===== config.mk =====
export PLATFORM = sky130hd
export DESIGN_NAME = zone_grid_box_smoother_core
export DESIGN_NICKNAME = d
export VERILOG_FILES = /design/src/hw/rtl/zgbs_pkg.sv /design/src/hw/rtl/zgbs_ram.sv /design/src/hw/rtl/zgbs_out_stage.sv /design/src/hw/rtl/zone_grid_box_smoother_core.sv
export SDC_FILE = /design/constraint.sdc
export NUM_CORES = 2
export LEC_CHECK = 0
export ABC_AREA = 0
export BUFFER_PORTS_ARGS = -buffer_cell sky130_fd_sc_hd__clkbuf_2
export CORE_ASPECT_RATIO = 1.4
export CORE_MARGIN = 2
export CORE_UTILIZATION = 28
export DETAILED_ROUTE_END_ITERATION = 10
export GPL_ROUTABILITY_DRIVEN = 0
export PLACE_DENSITY = 0.49
export SLEW_MARGIN = 20
export SYNTH_ARGS = -nofsm -noshare
export SYNTH_HDL_FRONTEND = slang
export SYNTH_SLANG_ARGS = --single-unit

===== constraint.sdc =====
create_clock -name clk -period 11.3 [get_ports clk]
set_input_delay 0.565 -clock clk [delete_from_list [all_inputs] [get_ports clk]]
set_output_delay 0.565 -clock clk [all_outputs]
set_load 0.05 [all_outputs]

===== src/hw/rtl/zgbs_pkg.sv =====
// ----------------------------------------------------------------------------
// zgbs_pkg: shared types and constants for the zone grid box smoother
// Item formats, grid limits and the truncating neighborhood-mean helper.
// ----------------------------------------------------------------------------
`default_nettype none

package zgbs_pkg;

  localparam int MAX_ZONES = 16;
  localparam int ZONE_W    = 16;             // Q8.8 zone value
  localparam int POS_W     = 4;              // row / column index
  localparam int SIDE_W    = 5;              // zones_per_side register
  localparam int COL_W     = 18;             // sum of up to three rows
  localparam int SUM_W     = 20;             // sum of up to nine zones
  localparam int LINE_W    = 2 * ZONE_W;     // line buffer entry: two rows

  localparam logic [SIDE_W-1:0] SIDE_RESET = 5'd8;
  localparam logic [SIDE_W-1:0] SIDE_MIN   = 5'd2;
  localparam logic [SIDE_W-1:0] SIDE_MAX   = 5'(MAX_ZONES);

  // 99.0 in Q8.8
  localparam logic [ZONE_W-1:0] MIN_START = 16'h6300;

  // reciprocal multiply constants, exact for the sum ranges used here
  localparam int RECIP_9_W  = 21;
  localparam int RECIP_9_SH = 24;
  localparam logic [RECIP_9_W-1:0] RECIP_9 = 21'd1864136;   // ceil(2^24 / 9)
  localparam int RECIP_3_W  = 19;
  localparam int RECIP_3_SH = 20;
  localparam logic [RECIP_3_W-1:0] RECIP_3 = 19'd349526;    // ceil(2^20 / 3)

  // result queue
  localparam int RQ_DEPTH = 4;
  localparam int RQ_PTR_W = 2;
  localparam int RQ_CNT_W = 3;

  typedef struct packed {
    logic [ZONE_W-1:0] zone_value;
    logic              grid_start;
  } in_item_t;

  typedef struct packed {
    logic [ZONE_W-1:0] smoothed_value;
    logic [POS_W-1:0]  zone_row;
    logic [POS_W-1:0]  zone_col;
    logic              last_of_grid;
    logic [ZONE_W-1:0] grid_minimum;
    logic [ZONE_W-1:0] grid_maximum;
  } out_item_t;

  // one smoothed zone on its way to the output register
  typedef struct packed {
    logic [ZONE_W-1:0] smoothed_value;
    logic [POS_W-1:0]  zone_row;
    logic [POS_W-1:0]  zone_col;
    logic              last_of_grid;
  } res_t;

  // which of the two result slots are written this cycle (a before b)
  typedef struct packed {
    logic a;
    logic b;
  } push_t;

  // truncated mean of a 2x2, 2x3, 3x2 or 3x3 neighborhood sum
  function automatic logic [ZONE_W-1:0] box_mean(input logic [SUM_W-1:0] sum,
                                                 input logic rows3,
                                                 input logic cols3);
    logic [SUM_W+RECIP_9_W-1:0]   p9;
    logic [SUM_W-1+RECIP_3_W-1:0] p3;
    logic [ZONE_W-1:0]            q;
    p9 = (SUM_W+RECIP_9_W)'(sum) * (SUM_W+RECIP_9_W)'(RECIP_9);
    p3 = (SUM_W-1+RECIP_3_W)'(sum[SUM_W-1:1]) * (SUM_W-1+RECIP_3_W)'(RECIP_3);
    unique case ({rows3, cols3})
      2'b11:        q = p9[RECIP_9_SH +: ZONE_W];
      2'b10, 2'b01: q = p3[RECIP_3_SH +: ZONE_W];    // (sum/2)/3
      2'b00:        q = sum[ZONE_W+1:2];
    endcase
    return q;
  endfunction

endpackage

`default_nettype wire


===== src/hw/rtl/zgbs_ram.sv =====
// ----------------------------------------------------------------------------
// zgbs_ram: generic simple dual-port RAM
// One write port, one read port with registered read data (old data on collision).
// ----------------------------------------------------------------------------
`default_nettype none

module zgbs_ram #(
  parameter int WIDTH = 32,
  parameter int DEPTH = 16
) (
  input  logic                     clk,
  input  logic                     we,
  input  logic [$clog2(DEPTH)-1:0] waddr,
  input  logic [WIDTH-1:0]         wdata,
  input  logic                     re,
  input  logic [$clog2(DEPTH)-1:0] raddr,
  output logic [WIDTH-1:0]         rdata
);

  logic [WIDTH-1:0] mem [DEPTH];

  always_ff @(posedge clk) begin
    if (we) begin
      mem[waddr] <= wdata;
    end
    if (re) begin
      rdata <= mem[raddr];
    end
  end

endmodule

`default_nettype wire


===== src/hw/rtl/zgbs_out_stage.sv =====
// ----------------------------------------------------------------------------
// zgbs_out_stage: result queue and output register
// Buffers up to two results per cycle, tracks grid min/max in output order.
// ----------------------------------------------------------------------------
`default_nettype none

module zgbs_out_stage (
  input  logic                clk,
  input  logic                rst,
  input  zgbs_pkg::push_t     push,
  input  zgbs_pkg::res_t      res_a,
  input  zgbs_pkg::res_t      res_b,
  output logic                room,
  output logic                out_valid,
  input  logic                out_stall,
  output zgbs_pkg::out_item_t out_item
);
  import zgbs_pkg::*;

  res_t                queue [RQ_DEPTH];
  logic [RQ_PTR_W-1:0] wr_ptr;
  logic [RQ_PTR_W-1:0] rd_ptr;
  logic [RQ_CNT_W-1:0] count;
  logic [1:0]          push_n;
  logic                pop;
  res_t                head;
  logic                grid_first;
  logic [ZONE_W-1:0]   running_min;
  logic [ZONE_W-1:0]   running_max;
  logic [ZONE_W-1:0]   base_min;
  logic [ZONE_W-1:0]   base_max;
  logic [ZONE_W-1:0]   min_next;
  logic [ZONE_W-1:0]   max_next;

  assign push_n = {push.a & push.b, push.a ^ push.b};
  assign room   = count <= RQ_CNT_W'(RQ_DEPTH - 2);
  assign pop    = (count != '0) && (!out_valid || !out_stall);
  assign head   = queue[rd_ptr];

  // zone (0,0) is always the first result of a grid: min/max restart there
  assign grid_first = (head.zone_row == '0) && (head.zone_col == '0);

  always_comb begin
    base_min = grid_first ? MIN_START : running_min;
    base_max = grid_first ? '0 : running_max;
    min_next = (head.smoothed_value < base_min) ? head.smoothed_value : base_min;
    max_next = (head.smoothed_value > base_max && head.smoothed_value < MIN_START) ?
               head.smoothed_value : base_max;
  end

  always_ff @(posedge clk) begin
    if (push.a) begin
      queue[wr_ptr] <= res_a;
    end
    if (push.b) begin
      queue[push.a ? wr_ptr + RQ_PTR_W'(1) : wr_ptr] <= res_b;
    end
  end

  always_ff @(posedge clk) begin
    if (rst) begin
      wr_ptr      <= '0;
      rd_ptr      <= '0;
      count       <= '0;
      out_valid   <= 1'b0;
      running_min <= MIN_START;
      running_max <= '0;
    end else begin
      wr_ptr <= wr_ptr + RQ_PTR_W'(push_n);
      rd_ptr <= rd_ptr + RQ_PTR_W'(pop);
      count  <= count + RQ_CNT_W'(push_n) - RQ_CNT_W'(pop);
      if (pop) begin
        out_valid   <= 1'b1;
        running_min <= min_next;
        running_max <= max_next;
      end else if (!out_stall) begin
        out_valid <= 1'b0;
      end
    end
  end

  always_ff @(posedge clk) begin
    if (pop) begin
      out_item.smoothed_value <= head.smoothed_value;
      out_item.zone_row       <= head.zone_row;
      out_item.zone_col       <= head.zone_col;
      out_item.last_of_grid   <= head.last_of_grid;
      out_item.grid_minimum   <= head.last_of_grid ? min_next : '0;
      out_item.grid_maximum   <= head.last_of_grid ? max_next : '0;
    end
  end

endmodule

`default_nettype wire


===== src/hw/rtl/zone_grid_box_smoother_core.sv =====
// ----------------------------------------------------------------------------
// zone_grid_box_smoother_core: 3x3 normalized box filter over a zone grid
// Takes Q8.8 zones in raster order, emits each zone's truncated neighborhood
// mean (divisor 9 / 6 / 4) with grid min/max on the final result.
//
// Input channel (in_valid / in_stall / in_item): one zone per transaction,
// grid_start restarts the grid at zone (0,0). Output channel (out_valid /
// out_stall / out_item): results in raster order of the smoothed zone.
// Config channel (cfg_valid / cfg_ready / cfg_data) writes zones_per_side and
// restarts the grid; cfg_ready is always high, write only while idle.
// Throughput: one zone per cycle. The last zone of a grid starts a flush of
// the bottom row that holds in_stall high while one readback per grid column
// (the clamped side, 2 to 16) reads the line buffer back.
// After the transaction that completes its neighborhood, a result passes the
// line buffer read, column sums, box sums and result queue to the output register.
// When out_stall is held, a 4-entry result queue fills and in_stall rises.
// Reset: zones_per_side = 8, position (0,0), pipeline and queue empty. The
// line buffer is not cleared; only entries written in the current grid are used.
// ----------------------------------------------------------------------------
`default_nettype none

module zone_grid_box_smoother_core (
  input  logic                        clk,
  input  logic                        rst,
  input  logic                        in_valid,
  output logic                        in_stall,
  input  zgbs_pkg::in_item_t          in_item,
  output logic                        out_valid,
  input  logic                        out_stall,
  output zgbs_pkg::out_item_t         out_item,
  input  logic                        cfg_valid,
  output logic                        cfg_ready,
  input  logic [zgbs_pkg::SIDE_W-1:0] cfg_data
);
  import zgbs_pkg::*;

  typedef enum logic [1:0] {
    ST_STREAM = 2'b01,
    ST_FLUSH  = 2'b10
  } flow_state_t;

  // column transaction entering the window
  typedef struct packed {
    logic              flush;      // bottom-row readback, no new zone
    logic              emit_en;
    logic              rows3;
    logic              last_col;
    logic              grid_end;
    logic [POS_W-1:0]  row;        // row of the zones smoothed by this column
    logic [POS_W-1:0]  col;
    logic [ZONE_W-1:0] value;
  } col_in_t;

  typedef struct packed {
    logic             emit_en;
    logic             rows3;
    logic             last_col;
    logic             grid_end;
    logic [POS_W-1:0] row;
    logic [POS_W-1:0] col;
  } col_evt_t;

  typedef struct packed {
    logic             a_en;
    logic             b_en;
    logic             rows3;
    logic             cols3_a;
    logic [SUM_W-1:0] sum_a;
    logic [SUM_W-1:0] sum_b;
    logic [POS_W-1:0] row;
    logic [POS_W-1:0] col;
    logic             grid_end;
  } box_t;

  flow_state_t       state;
  logic [SIDE_W-1:0] zones_per_side;
  logic [SIDE_W-1:0] side_n;
  logic [SIDE_W-1:0] side_dec;
  logic [POS_W-1:0]  side_m1;
  logic [POS_W-1:0]  in_row;
  logic [POS_W-1:0]  in_col;
  logic [POS_W-1:0]  cur_row;
  logic [POS_W-1:0]  cur_col;
  logic [POS_W-1:0]  flush_col;
  logic              pos_restart;
  logic              grid_last;
  logic              col_wrap;
  logic              adv;
  logic              accept;
  logic              flush_issue;
  logic              issue;

  col_in_t           s1_next;
  col_in_t           s1;
  logic              s1_valid;
  col_evt_t          s2;
  logic              s2_valid;
  box_t              s3_next;
  box_t              s3;
  logic              s3_valid;

  logic [LINE_W-1:0] rd_data;
  logic [ZONE_W-1:0] rd_hi;
  logic [ZONE_W-1:0] rd_lo;
  logic              ram_we;
  logic [POS_W-1:0]  ram_raddr;
  logic [COL_W-1:0]  col_sum;
  logic [COL_W-1:0]  h0;
  logic [COL_W-1:0]  h1;
  logic [COL_W-1:0]  h2;

  push_t             push;
  res_t              res_a;
  res_t              res_b;

  assign cfg_ready = 1'b1;

  always_comb begin
    priority if (zones_per_side < SIDE_MIN) begin
      side_n = SIDE_MIN;
    end else if (zones_per_side > SIDE_MAX) begin
      side_n = SIDE_MAX;
    end else begin
      side_n = zones_per_side;
    end
  end
  assign side_dec = side_n - SIDE_W'(1);
  assign side_m1  = side_dec[POS_W-1:0];

  // ---- input position ----
  assign pos_restart = in_item.grid_start || ({1'b0, in_row} >= side_n) ||
                       ({1'b0, in_col} >= side_n);
  assign cur_row   = pos_restart ? '0 : in_row;
  assign cur_col   = pos_restart ? '0 : in_col;
  assign col_wrap  = cur_col == side_m1;
  assign grid_last = (cur_row == side_m1) && col_wrap;

  assign in_stall    = !(adv && state == ST_STREAM);
  assign accept      = in_valid && !in_stall;
  assign flush_issue = adv && state == ST_FLUSH;
  assign issue       = accept || flush_issue;

  always_ff @(posedge clk) begin
    if (rst) begin
      state          <= ST_STREAM;
      zones_per_side <= SIDE_RESET;
      in_row         <= '0;
      in_col         <= '0;
      flush_col      <= '0;
    end else begin
      unique case (state)
        ST_STREAM: begin
          if (accept && grid_last) begin
            state     <= ST_FLUSH;
            flush_col <= '0;
          end
        end
        ST_FLUSH: begin
          if (adv) begin
            flush_col <= flush_col + POS_W'(1);
            if (flush_col == side_m1) begin
              state <= ST_STREAM;
            end
          end
        end
      endcase
      if (accept) begin
        if (grid_last) begin
          in_row <= '0;
          in_col <= '0;
        end else if (col_wrap) begin
          in_row <= cur_row + POS_W'(1);
          in_col <= '0;
        end else begin
          in_row <= cur_row;
          in_col <= cur_col + POS_W'(1);
        end
      end
      if (cfg_valid && cfg_ready) begin
        zones_per_side <= cfg_data;
        in_row         <= '0;
        in_col         <= '0;
      end
    end
  end

  // ---- stage 1: line buffer read ----
  always_comb begin
    if (state == ST_FLUSH) begin
      s1_next.flush    = 1'b1;
      s1_next.emit_en  = 1'b1;
      s1_next.rows3    = 1'b0;
      s1_next.last_col = flush_col == side_m1;
      s1_next.grid_end = flush_col == side_m1;
      s1_next.row      = side_m1;
      s1_next.col      = flush_col;
      s1_next.value    = '0;
    end else begin
      s1_next.flush    = 1'b0;
      s1_next.emit_en  = cur_row != '0;
      s1_next.rows3    = cur_row >= POS_W'(2);
      s1_next.last_col = col_wrap;
      s1_next.grid_end = 1'b0;
      s1_next.row      = cur_row - POS_W'(1);
      s1_next.col      = cur_col;
      s1_next.value    = in_item.zone_value;
    end
  end

  assign ram_raddr = (state == ST_FLUSH) ? flush_col : cur_col;
  assign ram_we    = adv && s1_valid && !s1.flush;

  // entry per column: {row r-1, row r-2}; each new zone pushes the pair down
  zgbs_ram #(
    .WIDTH (LINE_W),
    .DEPTH (MAX_ZONES)
  ) u_line_buf (
    .clk   (clk),
    .we    (ram_we),
    .waddr (s1.col),
    .wdata ({s1.value, rd_hi}),
    .re    (issue),
    .raddr (ram_raddr),
    .rdata (rd_data)
  );

  assign rd_hi = rd_data[LINE_W-1:ZONE_W];
  assign rd_lo = rd_data[ZONE_W-1:0];

  // vertical sum; flush readback holds the bottom two rows
  always_comb begin
    logic [ZONE_W-1:0] bot;
    logic [ZONE_W-1:0] mid;
    logic [ZONE_W-1:0] top;
    bot     = s1.flush ? rd_hi : s1.value;
    mid     = s1.flush ? rd_lo : rd_hi;
    top     = s1.rows3 ? rd_lo : '0;
    col_sum = COL_W'(bot) + COL_W'(mid) + COL_W'(top);
  end

  // ---- stage 3 inputs: horizontal sums over the column window ----
  always_comb begin
    logic wide;
    wide             = s2.col >= POS_W'(2);
    s3_next.a_en     = s2.emit_en && (s2.col != '0);
    s3_next.b_en     = s2.emit_en && s2.last_col;
    s3_next.rows3    = s2.rows3;
    s3_next.cols3_a  = wide;
    s3_next.sum_a    = SUM_W'(h0) + SUM_W'(h1) + (wide ? SUM_W'(h2) : '0);
    s3_next.sum_b    = SUM_W'(h0) + SUM_W'(h1);
    s3_next.row      = s2.row;
    s3_next.col      = s2.col;
    s3_next.grid_end = s2.grid_end;
  end

  always_ff @(posedge clk) begin
    if (rst) begin
      s1_valid <= 1'b0;
      s2_valid <= 1'b0;
      s3_valid <= 1'b0;
    end else if (adv) begin
      s1_valid <= issue;
      s2_valid <= s1_valid;
      s3_valid <= s2_valid;
    end
  end

  always_ff @(posedge clk) begin
    if (adv) begin
      s1          <= s1_next;
      s2.emit_en  <= s1.emit_en;
      s2.rows3    <= s1.rows3;
      s2.last_col <= s1.last_col;
      s2.grid_end <= s1.grid_end;
      s2.row      <= s1.row;
      s2.col      <= s1.col;
      s3          <= s3_next;
      if (s1_valid) begin
        h0 <= col_sum;
        h1 <= h0;
        h2 <= h1;
      end
    end
  end

  // ---- stage 4: means into the result queue ----
  assign push.a = adv && s3_valid && s3.a_en;
  assign push.b = adv && s3_valid && s3.b_en;

  assign res_a.smoothed_value = box_mean(s3.sum_a, s3.rows3, s3.cols3_a);
  assign res_a.zone_row       = s3.row;
  assign res_a.zone_col       = s3.col - POS_W'(1);
  assign res_a.last_of_grid   = 1'b0;

  assign res_b.smoothed_value = box_mean(s3.sum_b, s3.rows3, 1'b0);
  assign res_b.zone_row       = s3.row;
  assign res_b.zone_col       = s3.col;
  assign res_b.last_of_grid   = s3.grid_end;

  zgbs_out_stage u_out (
    .clk       (clk),
    .rst       (rst),
    .push      (push),
    .res_a     (res_a),
    .res_b     (res_b),
    .room      (adv),
    .out_valid (out_valid),
    .out_stall (out_stall),
    .out_item  (out_item)
  );

endmodule

`default_nettype wire

==> qor.txt <==
status: completed
cell taking the most area after synthesis: edfxtp_1
initial antenna violation count: 3
Final Setup Violations: 0
worst min-delay path class: in -> reg
critical path class: reg -> reg
Die W: 381.4 um
Ys Warns: 0
Startpoint Class: register
Area Overhead vs Synth: 12.49%
hold buffers post-CTS: 0
PortBufs: 85
r2r setup slk: 3.99 ns
Reg2Reg Depth: 21
Slew Limit Fails: 0
Diodes inserted: 0
1st-pass router iterations: 5
most frequent cells in the layout: edfxtp_1, inv_1, nand2_1
Slew HR: 22.63%
min-delay src: cfg_data[3]
share of cells above drive strength 1: 8.238%
Synth Flop Type: edfxtp_1
Post-Syn Area: 0.05584 mm^2
Clk pin slew, worst setup/hold paths: 0.06 ns
hold path endpoint: zones_per_side[3]
RSZ-0062 raised after global routing: no
syn avg cell area: 11.95 um^2
reg2reg end: u_out.queue[1][20]
GR Overflow Total: 0
Overall Global Routing Usage: 14.24%
fmax: 136.9 MHz
total die area: 0.2031 mm^2
critical path arrival: 7.83 ns
Cells after Synth: 4671
Net Count, Synth: 5590
CTS tree: yes
NumNets Final: 5652
Area contributors post-synth: edfxtp_1, ha_1, fa_1
# rows: 193
measured slew at the worst slew-check pin: 1.151 ns
fraction of registers with async set/reset: 0%
Total Wirelength: 145300 um
clk root buf: clkbuf_16
vias post-DR: 34930
# IOs: 87
Final Hold Fails: 0
Hold Path Depth: 3
drt wl/cell: 19.49 um
largest net degree at the start of global routing: 114
Final min period: 7.305 ns
reg2reg start: s3[36]
Detailed Route Iter0 Violations: 2223
clock buffer count from CTS: 100
post-synthesis sequential area ratio: 47.77%
max_cap viols: 0
wire length of the first global-routing pass: 222900 um
HPWL Detailed: 96030 um
most common cell after layout, fill and taps aside: edfxtp_1
# Post-CTS Setup Buffers: 0
CTS Sinks: 909
Synth Register Bits: 909
fin crit share: 64.65%
Post-synth EDFFs: 847
Die Y: 532.4 um
Critical Path RT: 11.83 ns
vias per cell: 4.688
setup TNS: 0 ns
CP Capture Type: register
post-synth top area share: 45.55%
CTS Buffer Depth: 3
DRC: 0
Post-CTS Resized: 0
core area: 0.1978 mm^2
vias in the first global route: 36660
Yosys cell types: 79
initial core utilization: 28.23%
worst skew pair latency: 0.72 ns
H-tree lvl count: 3
clk_skew: 0.04639 ns
Detail Route Antenna Nets: 0
crit-path max FO: 11
## layer usage
layer / global-route usage, % / part of all wire (%) / vias up
li1: - / - / 16530
met1: 17.18 / 41 / 17450
met2: 25.85 / 51 / 726
met3: 1.760 / 3.9 / 233
met4: 5.003 / 3.6 / 0
met5: 0 / 0 / -
## area by class of cell
cell class                 instances  area (um^2)
clock buffer                     132         2643
timing repair buffer             143        860.8
multi-input combinational       2977        26370
inverter                         602         2267
sequential                       909        26680
fill                           19930       135000
clock inverter                    56        700.7
tap                             2632         3293
## synth_stat cells, drive strengths merged (8+ instances only)
library cell / instances
xnor2: 97
fa: 334
nand2b: 18
xor2: 32
o211ai: 76
buf: 38
clkbuf: 145
edfxtp: 847
a221oi: 15
a21o: 46
and3: 81
mux2: 34
o21bai: 14
nor2b: 19
ha: 558
o31ai: 9
o21ai: 104
nor2: 163
a21oi: 149
dfxtp: 62
inv: 602
a31oi: 80
mux2i: 77
a22oi: 50
o21a: 12
a2111oi: 8
nand2: 586
nand4: 11
and2: 63
nand3: 101
a211oi: 83
mux4: 24
a22o: 16
nor3: 37
## critical path, stage by stage (launching register included)
cell	delay, ns
edfxtp_1	0.87
fa_1	0.57
ha_1	0.35
inv_1	0.06
fa_1	0.47
inv_1	0.05
fa_1	0.48
inv_1	0.06
fa_1	0.45
fa_1	0.48
inv_1	0.05
ha_1	0.28
o21ai_0	0.07
o21ai_0	0.14
o211a_1	0.22
a2111oi_4	0.06
o31ai_1	0.98
a21oi_2	0.20
a311oi_1	0.34
mux2_2	0.37
a211o_1	0.37
mux2i_1	0.18
## cells by family after synthesis
logic type	Yosys count	synth area share, %
flip-flops	909	47.77
adder cells (fa/ha/maj)	892	24.48
XOR/XNOR	129	2.023
AO/OA/AOI/OAI	706	8.443
AND/OR/NAND/NOR	1114	8.894
multiplexers	135	3.034
other	1	0.006716
buffers and inverters	785	5.349
## how the worst max path moves through the flow
stage	from	endpoint	slack, ns	depth (start not counted)
detailed placement	s3[31]	u_out.queue[0][24]	4.05	22
global route	s3[33]	u_out.queue[1][24]	3.56	22
global placement	s3[31]	u_out.queue[0][20]	4.14	21
floorplan	s3[31]	u_out.queue[0][24]	5.16	22
finish	s3[36]	u_out.queue[1][20]	3.99	21
CTS	s3[31]	u_out.queue[0][24]	4.00	22
## stage by stage
stage	area [um^2]	cells	util (%)	hold slack [ns]	worst slack [ns]
after detailed placement	59470	7263	30.07	0.4045	4.050
final	62820	7451	31.76	0.07650	3.995
after CTS	62810	7451	31.76	0.02447	3.999
after floorplan	55840	4671	-	0.4003	5.158
after global placement	59470	7263	30.07	0.4029	4.143
after global routing	62820	7451	31.76	0.04523	3.558
## state kept, by name, summed over array words and instances, names as in the netlist, 5 cells and up
name	count
h2	18
s3	42
zones_per_side	5
s2	12
u_out.running_min	16
h1	18
u_out.queue	100
h0	18
u_line_buf.mem	512
res_b	5
u_line_buf.rdata	32
s1	29
u_out.running_max	16
u_out.out_item	57
Power is left out: the tool's default activity adds up to more than one toggle a clock period on the data nets, which glitch-free logic cannot reach.
